$ cat config.mk
export PLATFORM = sky130hd
export DESIGN_NAME = checksummed_frame_parser
export DESIGN_NICKNAME = d
export VERILOG_FILES = /design/src/hw/rtl/cfp_pkg.sv /design/src/hw/rtl/cfp_hdr_match.sv /design/src/hw/rtl/cfp_frame_fsm.sv /design/src/hw/rtl/checksummed_frame_parser.sv
export SDC_FILE = /design/constraint.sdc
export NUM_CORES = 1
export LEC_CHECK = 0
export BUFFER_PORTS_ARGS = -buffer_cell sky130_fd_sc_hd__buf_2
export CORE_MARGIN = 3
export CORE_UTILIZATION = 35
export CTS_CLUSTER_SIZE = 8
export DETAILED_ROUTE_END_ITERATION = 8
export GPL_ROUTABILITY_DRIVEN = 1
export PLACE_DENSITY = 0.56
export SKIP_LAST_GASP = 1
export SYNTH_ARGS = -nofsm -noshare
export SYNTH_HDL_FRONTEND = slang
export SYNTH_SLANG_ARGS = --single-unit
$ cat constraint.sdc
create_clock -name clk -period 6.7 [get_ports clk]
set_input_delay 0.67 -clock clk [delete_from_list [all_inputs] [get_ports clk]]
set_output_delay 0.67 -clock clk [all_outputs]
set_load 0.01 [all_outputs]
$ cat src/hw/rtl/cfp_pkg.sv
// Shared types and constants for the checksummed frame parser.
// Used by cfp_hdr_match, cfp_frame_fsm and checksummed_frame_parser.
package cfp_pkg;

	localparam int unsigned NUM_TYPES = 7;
	localparam int unsigned TYPE_W    = 3;

	typedef enum logic [1:0] {
		PH_HUNT = 2'd0,
		PH_SIZE = 2'd1,
		PH_BODY = 2'd2
	} phase_t;

	typedef enum logic [1:0] {
		KIND_START   = 2'd0,
		KIND_PAYLOAD = 2'd1,
		KIND_END     = 2'd2
	} kind_t;

	typedef struct packed {
		logic       emit;
		logic [1:0] item_kind;
		logic [7:0] data_byte;
		logic [7:0] forward_length;
		logic       frame_good;
		logic       is_last;
	} result_t;

	typedef struct packed {
		logic              hit;
		logic [TYPE_W-1:0] frame_type;
	} match_t;

	// Frame type k carries tag 0xFF minus k.
	function automatic logic [7:0] tag_of(input logic [TYPE_W-1:0] t);
		tag_of = 8'hFF - {5'b0, t};
	endfunction

	// Reset value of header register k.
	function automatic logic [7:0] hdr_reset(input logic [TYPE_W-1:0] k);
		hdr_reset = 8'hFF - {5'b0, k};
	endfunction

endpackage

$ cat src/hw/rtl/cfp_hdr_match.sv
// Header registers and priority header match.
// Depends on cfp_pkg.
module cfp_hdr_match (
	input  logic                      clk,
	input  logic                      arst_n,
	input  logic                      cfg_we,
	input  logic [2:0]                cfg_addr,
	input  logic [7:0]                cfg_data,
	input  logic [7:0]                rx_byte,
	output cfp_pkg::match_t           match
);
	import cfp_pkg::*;

	logic [7:0] hdr_q [NUM_TYPES];

	always_ff @(posedge clk or negedge arst_n) begin
		if (!arst_n) begin
			for (int k = 0; k < NUM_TYPES; k++) begin
				hdr_q[k] <= hdr_reset(TYPE_W'(k));
			end
		end else if (cfg_we && (cfg_addr < 3'(NUM_TYPES))) begin
			hdr_q[cfg_addr] <= cfg_data;
		end
	end

	// Scan from the highest index down so the lowest-numbered match wins.
	always_comb begin
		match.hit        = 1'b0;
		match.frame_type = '0;
		for (int k = NUM_TYPES - 1; k >= 0; k--) begin
			if (rx_byte == hdr_q[k]) begin
				match.hit        = 1'b1;
				match.frame_type = TYPE_W'(k);
			end
		end
	end

endmodule

$ cat src/hw/rtl/cfp_frame_fsm.sv
// Frame state machine with running Fletcher-8 sums and result formation.
// Depends on cfp_pkg; takes the header match from cfp_hdr_match.
module cfp_frame_fsm (
	input  logic                 clk,
	input  logic                 arst_n,
	input  logic                 step_en,
	input  logic [7:0]           rx_byte,
	input  cfp_pkg::match_t      match,
	output cfp_pkg::result_t     res
);
	import cfp_pkg::*;

	phase_t              phase_q, phase_d;
	logic [TYPE_W-1:0]   type_q, type_d;
	logic [7:0]          size_q, size_d;
	logic [7:0]          pos_q, pos_d;
	logic [7:0]          sum1_q, sum1_d;
	logic [7:0]          sum2_q, sum2_d;
	logic                matched_q, matched_d;
	logic [8:0]          pos3;
	logic [8:0]          pos2;
	logic [8:0]          size9;
	logic [7:0]          sum1_new;

	assign pos3     = {1'b0, pos_q} + 9'd3;
	assign pos2     = {1'b0, pos_q} + 9'd2;
	assign size9    = {1'b0, size_q};
	assign sum1_new = sum1_q + rx_byte;

	// Next state.
	always_comb begin
		phase_d   = phase_q;
		type_d    = type_q;
		size_d    = size_q;
		pos_d     = pos_q;
		sum1_d    = sum1_q;
		sum2_d    = sum2_q;
		matched_d = matched_q;
		case (phase_q)
			PH_SIZE: begin
				size_d    = rx_byte;
				pos_d     = '0;
				sum1_d    = '0;
				sum2_d    = '0;
				matched_d = 1'b0;
				phase_d   = (rx_byte < 8'd3) ? PH_HUNT : PH_BODY;
			end
			PH_BODY: begin
				pos_d = pos_q + 8'd1;
				if (pos3 < size9) begin
					sum1_d = sum1_new;
					sum2_d = sum2_q + sum1_new;
				end else if (pos3 == size9) begin
					matched_d = (rx_byte == sum1_q);
				end else if (pos2 == size9) begin
					matched_d = matched_q & (rx_byte == sum2_q);
				end else begin
					phase_d = PH_HUNT;
					pos_d   = '0;
				end
			end
			default: begin
				phase_d = PH_HUNT;
				if (match.hit) begin
					phase_d = PH_SIZE;
					type_d  = match.frame_type;
				end
			end
		endcase
	end

	// Result for the byte being processed.
	always_comb begin
		res = '0;
		case (phase_q)
			PH_SIZE: begin
				res.emit = 1'b1;
				if (rx_byte < 8'd3) begin
					res.item_kind = KIND_END;
					res.is_last   = 1'b1;
				end else begin
					res.item_kind      = KIND_START;
					res.data_byte      = tag_of(type_q);
					res.forward_length = rx_byte - 8'd2;
				end
			end
			PH_BODY: begin
				if (pos3 < size9) begin
					res.emit      = 1'b1;
					res.item_kind = KIND_PAYLOAD;
					res.data_byte = rx_byte;
				end else if ((pos3 != size9) && (pos2 != size9)) begin
					res.emit       = 1'b1;
					res.item_kind  = KIND_END;
					res.frame_good = matched_q;
					res.is_last    = 1'b1;
				end
			end
			default: begin
				res = '0;
			end
		endcase
	end

	always_ff @(posedge clk or negedge arst_n) begin
		if (!arst_n) begin
			phase_q   <= PH_HUNT;
			type_q    <= '0;
			size_q    <= '0;
			pos_q     <= '0;
			sum1_q    <= '0;
			sum2_q    <= '0;
			matched_q <= 1'b0;
		end else if (step_en) begin
			phase_q   <= phase_d;
			type_q    <= type_d;
			size_q    <= size_d;
			pos_q     <= pos_d;
			sum1_q    <= sum1_d;
			sum2_q    <= sum2_d;
			matched_q <= matched_d;
		end
	end

endmodule

$ cat src/hw/rtl/checksummed_frame_parser.sv
// Length-prefixed frame parser with Fletcher-8 checks, top level.
// A result passes the input register and then the result register before it is offered.
// Throughput: one byte per cycle; the single frame state update per byte sets the rate.
// Stalls only when the result register is full and not being taken.
// Reset: header registers return to 0xFF..0xF9, the parser hunts, both registers empty.
// Depends on cfp_pkg, cfp_hdr_match and cfp_frame_fsm.
module checksummed_frame_parser (
	input  logic        clk,
	input  logic        arst_n,
	input  logic        s_tvalid,
	output logic        s_tready,
	input  logic [7:0]  s_tdata,   // [7:0] rx_byte
	output logic        m_tvalid,
	input  logic        m_tready,
	output logic [23:0] m_tdata,   // [7:0] data_byte, [15:8] forward_length, [16] frame_good
	output logic [1:0]  m_tuser,   // [1:0] item_kind
	output logic        m_tlast,
	input  logic        cfg_we,
	input  logic [2:0]  cfg_addr,
	input  logic [7:0]  cfg_data
);
	import cfp_pkg::*;

	logic       valid_s1;
	logic [7:0] rx_byte_s1;
	logic       out_valid_q;
	result_t    out_q;
	result_t    res;
	match_t     match;
	logic       advance;

	cfp_hdr_match u_match (
		.clk      (clk),
		.arst_n   (arst_n),
		.cfg_we   (cfg_we),
		.cfg_addr (cfg_addr),
		.cfg_data (cfg_data),
		.rx_byte  (rx_byte_s1),
		.match    (match)
	);

	cfp_frame_fsm u_fsm (
		.clk     (clk),
		.arst_n  (arst_n),
		.step_en (advance),
		.rx_byte (rx_byte_s1),
		.match   (match),
		.res     (res)
	);

	// A byte with no result never waits on the output side.
	assign advance  = valid_s1 && (!res.emit || !out_valid_q || m_tready);
	assign s_tready = !valid_s1 || advance;

	always_ff @(posedge clk or negedge arst_n) begin
		if (!arst_n) begin
			valid_s1 <= 1'b0;
		end else if (s_tready) begin
			valid_s1 <= s_tvalid;
		end
	end

	always_ff @(posedge clk) begin
		if (s_tvalid && s_tready) begin
			rx_byte_s1 <= s_tdata;
		end
	end

	always_ff @(posedge clk or negedge arst_n) begin
		if (!arst_n) begin
			out_valid_q <= 1'b0;
		end else if (advance && res.emit) begin
			out_valid_q <= 1'b1;
		end else if (m_tready) begin
			out_valid_q <= 1'b0;
		end
	end

	always_ff @(posedge clk) begin
		if (advance && res.emit) begin
			out_q <= res;
		end
	end

	assign m_tvalid = out_valid_q;
	assign m_tdata  = {7'b0, out_q.frame_good, out_q.forward_length, out_q.data_byte};
	assign m_tuser  = out_q.item_kind;
	assign m_tlast  = out_q.is_last;

	// An end transfer carries no length and always closes the frame.
	a_end_shape: assert property (@(posedge clk) disable iff (!arst_n)
		(m_tvalid && (m_tuser == KIND_END)) |-> (m_tlast && (m_tdata[15:0] == 16'd0)))
		else $error("frame end transfer malformed");

	// A start transfer forwards between 1 and 253 bytes and does not close the frame.
	a_start_len: assert property (@(posedge clk) disable iff (!arst_n)
		(m_tvalid && (m_tuser == KIND_START)) |->
		(!m_tlast && (m_tdata[15:8] != 8'd0) && (m_tdata[15:8] <= 8'd253)
		&& (m_tdata[7:0] >= 8'hF9)))
		else $error("frame start transfer malformed");

	// Only an end transfer may report a good frame.
	a_good_on_end: assert property (@(posedge clk) disable iff (!arst_n)
		(m_tvalid && m_tdata[16]) |-> (m_tuser == KIND_END))
		else $error("good verdict outside frame end");

	// A held byte that produces a result waits only while the result register is blocked.
	a_stall_cause: assert property (@(posedge clk) disable iff (!arst_n)
		(valid_s1 && !advance) |-> (res.emit && out_valid_q && !m_tready))
		else $error("input stage stalled without cause");

endmodule

* Yosys cells after proc, flatten, opt, wreduce, memory -nomap -nowiden
Cells that the tools add are included.
** Word-level totals
- Bits in registers :: 124
- Latch bits :: 0
- Bits in writable memories :: 0
- Memory bits (read-only) :: 0
- Bits of input ports :: 24
- Word-level logic and storage cells :: 123
- Memories :: 0
** Cells by class
- Add/subtract/negate cells :: 7
- Multiply operators :: 0
- Div/mod/pow operators :: 0
- $lt $le $gt $ge :: 5
- Equal/unequal tests :: 20
- Shifts and indexed selects :: 0
- Mux-type cells :: 40
- Bitwise operators :: 6
- Reductions and logical operators :: 23
** Operator list (number)
- $eq 8x8->1 :: 9
- $bwmux 56 :: 1
- $mux 8 :: 7
- $pmux 8 s2 :: 3
- $mux 4 :: 7
- $demux 8 s3 :: 1
- $pmux 11 s2 :: 1
- $add 8x2->9 const B :: 2
- $eq 9x8->1 :: 2
- $ne 9x8->1 :: 2
- $add 8x8->8 :: 2
- $mux 16 :: 1
- $mux 2 :: 5
- $lt 9x8->1 :: 1
- $mux 1 :: 9
- $add 8x1->8 const B :: 1
- $lt 8x2->1 const B :: 1
- $reduce_and 4->1 :: 2
- $sub 8x2->8 const B :: 1
- $logic_and 1x1->1 :: 6
- $mux 3 :: 2
- $ne 2x2->1 const B :: 3
- $reduce_and 3->1 :: 2
- $sub 1x4->5 const A :: 1
- 18 further kinds :: 29

* Longest topological paths before layout
- Depth in word-level cells :: 12
- Mapped depth :: 14
- Gate-level depth less buffers :: 14

* Cells and area by module
From an unflattened synthesis, not the netlist that was laid out.
** Unflattened totals
- Cell total of the unflattened synthesis :: 610
- Area total of the unflattened synthesis :: 7154.4 sq um
** By module, submodules not included
- cfp_frame_fsm :: times used 1, cells an instance 345, area each 3185.6 sq um, sequential area each 950.9 sq um
- cfp_hdr_match :: times used 1, cells an instance 219, area each 2965.3 sq um, sequential area each 1460.2 sq um
- checksummed_frame_parser :: times used 1, cells an instance 46, area each 1003.5 sq um, sequential area each 890.9 sq um

* Worst setup path before layout
Ideal clock, no wire load.
- Path kind :: register to register
- Start point :: register u_fsm.pos_q[1]
- End point :: register out_q, in the netlist m_tdata[0], enable pin
- Data arrival time :: 2992 ps
- Data required time :: 6323 ps
- Slack :: 3331 ps
- Cell stages (with the launch flop) :: 12
- Period minus slack after synthesis :: 3369 ps
- Cell sequence :: dfrtp_1 -> ha_1 -> buf_2 -> a21oi_1 -> xnor2_1 -> ha_1 -> and4b_1 -> a2111oi_4 -> o211ai_2 -> and4_1 -> o21bai_2 -> and3_1
** On the way
- Longest elaborated chain between the ends :: 11
- Elaborated cells between the ends (all ways) :: 14
- Classes of those cells :: 2 x add/sub; 1 x order compare; 2 x eq/ne; 3 x mux; 6 x reduce/logical
** Ends and longest elaborated chain
- start, declared :: line cfp_frame_fsm.sv:16 : logic [7:0] pos_q, pos_d;
- start signal, assigned :: line cfp_frame_fsm.sv:118 : pos_q <= pos_d;
- parallel branches: the longest is 4 deep, another holds $add 8x2->9
- $mux 3 (*) :: line cfp_frame_fsm.sv:88 : if (pos3 < size9) begin
- $pmux 11 s2 (*) :: line cfp_frame_fsm.sv:75 : case (phase_q)
- $logic_not 1->1 :: line checksummed_frame_parser.sv:52 : assign advance = valid_s1 && (!res.emit || !out_valid_q || m_tready);
- $logic_or 1x1->1 (2 in a row) :: line checksummed_frame_parser.sv:52
- $logic_and 1x1->1 :: line checksummed_frame_parser.sv:52
- $logic_and 1x1->1 (*) :: line checksummed_frame_parser.sv:80 : if (advance && res.emit) begin
- end signal, assigned :: line checksummed_frame_parser.sv:81 : out_q <= res;
- end, declared :: line checksummed_frame_parser.sv:27 : result_t out_q;
Every way passes the cells marked *.
A chain may end at the register's enable or synchronous reset.

* Worst setup path after layout
- Start point :: register u_fsm.pos_q[2]
- End point :: output s_tready
** On the way
- Longest elaborated chain between the ends :: 11
- Elaborated cells between the ends (all ways) :: 14
- Classes of those cells :: 2 x add/sub; 1 x order compare; 2 x eq/ne; 3 x mux; 6 x reduce/logical
** Ends and longest elaborated chain
- parallel branches: the longest is 4 deep, another holds $add 8x2->9
- $mux 3 (*) :: line cfp_frame_fsm.sv:88
- $pmux 11 s2 (*) :: line cfp_frame_fsm.sv:75
- $logic_not 1->1 (*) :: line checksummed_frame_parser.sv:52
- $logic_or 1x1->1 (*) (2 in a row) :: line checksummed_frame_parser.sv:52
- $logic_and 1x1->1 (*) :: line checksummed_frame_parser.sv:52
- $logic_or 1x1->1 (*) :: line checksummed_frame_parser.sv:53 : assign s_tready = !valid_s1 || advance;
- end, declared :: line checksummed_frame_parser.sv:11 : output logic s_tready,
Marks and branches as above.

==> metrics <==
status complete, no violations; Area contributors post-synth dfstp_2, dfrtp_1, edfxtp_1; Hold Crit Class input pin to async pin; clock-pin slew on the worst setup and hold paths 0.06 ns; RSZ-0062 raised after global routing false; critical path class flip-flop to primary output; share of the yosys chip area belonging to registers between 40% and 50%; met1 Use GR between 20% and 30%; Yosys cell types 60; Hold Slack 0.283 ns; fin util just over 40%; R2R depth 10; DR WL/cell 17.4 um; maximum number of pins on one net before global-route repair 50; Slew HR 27.7%; critical path's most frequent cell ha_1; worst reg2reg endpoint m_tdata[12]; number of setup buffers added after CTS 0; Setup crit start kind flip-flop; GRT met3 Usage 3.13%; Port Buf Inserts 45; TritonCTS clock tree yes; Total Nets Final around 730; Pleak 3.32 nW; die area 21900 um2; Remaining DRCs 0; row count between 50 and 60; register bit total from synthesis 123; root buf cell clkbuf_16; initial antenna violation count 0; Slew @ Worst Pin roughly 1.1 ns; R2R Path Start u_fsm.pos_q[2]; Final HPWL DP 11500 um; crit-path cells ha_1, a21oi_1, xnor2_1, ha_1, and4b_1, a2111oi_4, o211ai_2, and4_1, o21bai_2, nand3_1, buf_2; Slowest cell on crit path dfrtp_1; GRT Util Overall 15.5%; MaxCap Viol Count 0; top_reg_cell synth dfrtp_1; drt pass-1 iters 4; number of enable flip-flop cells after synthesis 27; vias 4816; Yosys top cell area share 17.5%; clk_skew 0.00682 ns; Yosys top cell by area dfstp_2; CTS buffer count 17; Finished Cell Area 7990 um2; Area after DPL 7460 um2; CTS Buffer Depth 2; clk sinks about 120; Data arrival, critical path 3.48 ns; GRT busiest layer met2; grt total ovfl 0; die span in x 148 um; setup TNS 0 ns; Initial Util 35.9%; Cell Pwr Density approximately 300 nW/um2; maximum vdd drop 0.000190 V; met2 Usage GRT between 20% and 30%; Worst-Skew Late Latency 0.42 ns; final setup fails 0; Syn Std Cell Area about 7000 um2; dpl ws 2.90 ns; GPL Wtd Cong 0.863; share of layout cells above drive strength 1 between 20 and 30%; vias in the first global route 4869; core area 19600 um2; post-route minimum period 4.15 ns; first-pass GRT wire length 26400 um; ys async rst share between 70% and 80%; die height 148 um; setup ws final 2.55 ns; overall power 2.44 mW; max incr delay on CP 0.49 ns; Detail Route Antenna Nets 0; YS warnings 0; Post-CTS Hold Buffers 0; Ports 53; cell count after synthesis 638; drt total wl 16600 um; DR vias/cell about 5.0; reg2reg setup slack 2.88 ns; worst-path maximum fanout 10; Iter 0 DRT Violations about 220; max-slew violation count 0; Syn Area/Cell around 11 um2; Cells after DPL 923; Fmax 241 MHz; area growth from synthesis to layout 13.5%; CTS HTree Levels 4; Period Utilization, post-route 61.9%; WP data required around 6 ns; # resized after CTS 0; Worst Setup End Kind primary output; final hold viol count 0; # diodes 0; non-filler instance count after layout 954
[how the worst max path moves through the flow]
stage,from,cells after the start,endpoint
detailed placement,u_fsm.pos_q[2],10,m_tdata[7]
global placement,u_fsm.pos_q[2],10,m_tdata[0]
floorplan,u_fsm.pos_q[1],11,m_tdata[0]
finish,u_fsm.pos_q[2],11,s_tready
CTS,u_fsm.pos_q[2],11,s_tready
global route,u_fsm.pos_q[2],11,s_tready
[report_power, final]
part	switching [mW]	internal (mW)	total [mW]
registers	0.120	0.941	1.06
logic	0.276	0.288	0.564
clock network	0.331	0.490	0.820
[layer usage]
metal  up-vias  wire, um
met3        24       659
met1      2379      8070
li1       2315         -
met5         -         0
met2        98      7530
met4         0       336
[cells by family (layout without fill, tap and decap cells)]
kind of cell	after synthesis	after routing	synth area share, %
multiplexers	65	65	10.4
XOR/XNOR	95	95	12.0
buffers and inverters	56	101	3.80
flip-flops	123	123	46.5
AND/OR/NAND/NOR	173	173	12.3
adder cells (fa/ha/maj)	31	31	5.72
other	1	7	0.0533
AO/OA/AOI/OAI	94	94	9.22
[Yosys cell counts (all sizes together), types with 4 or more instances]
cell / number
nand4: 11
o21bai: 5
ha: 29
xnor2: 45
mux2: 64
o21ai: 32
edfxtp: 27
inv: 22
nand2: 58
clkbuf: 7
a211oi: 4
a21o: 6
nor4: 11
dfstp: 47
nand4b: 4
nand2b: 6
nor3: 11
dfrtp: 49
xor2: 49
nor2: 36
nand3: 13
a31oi: 4
buf: 27
nor3b: 5
a21oi: 18
[critical path: cells and delay by family (launching register included)]
kind	cells	cell delay, ns
AO/OA/AOI/OAI	4	0.96
adder cells (fa/ha/maj)	2	0.68
flip-flops	1	0.49
XOR/XNOR	1	0.11
AND/OR/NAND/NOR	3	0.63
buffers and inverters	1	0.18
[flip-flops by register name, summed over array words and instances, names as in the netlist]
| name | flops |
|---|---|
| u_fsm.matched_q | 1 |
| rx_byte_s1 | 8 |
| u_fsm.size_q | 8 |
| u_match.hdr_q | 56 |
| m_tvalid | 1 |
| m_tuser | 2 |
| u_fsm.sum2_q | 8 |
| u_fsm.type_q | 3 |
| valid_s1 | 1 |
| u_fsm.pos_q | 8 |
| u_fsm.phase_q | 2 |
| u_fsm.sum1_q | 8 |
| m_tdata | 17 |
[area by class of cell]
type / count / area (um2)
Tap cell: 265 / 332
Multi-Input combinational cell: 465 / 3520
Timing Repair Buffer: 48 / 250
Inverter: 22 / 82.6
Clock buffer: 20 / 458
Sequential cell: 123 / 3270
Fill cell: 1895 / 11600
Clock inverter: 11 / 70.1
[cell usage in the layout (no fill, tap or decap), types with 9 or more instances in the layout]
cell type  instances
dfrtp_1           49
dfstp_2           47
o21ai_0           28
inv_1             22
clkbuf_16         18
edfxtp_1          27
xor2_1            49
xnor2_1           45
nor3_1             9
ha_1              29
nor4_1            11
buf_2             44
nand4_1           11
nand3_1           13
a21oi_1           18
nand2_1           58
mux2_2            64
nor2_1            36
Note: power is estimated with default switching activity, not from simulation.
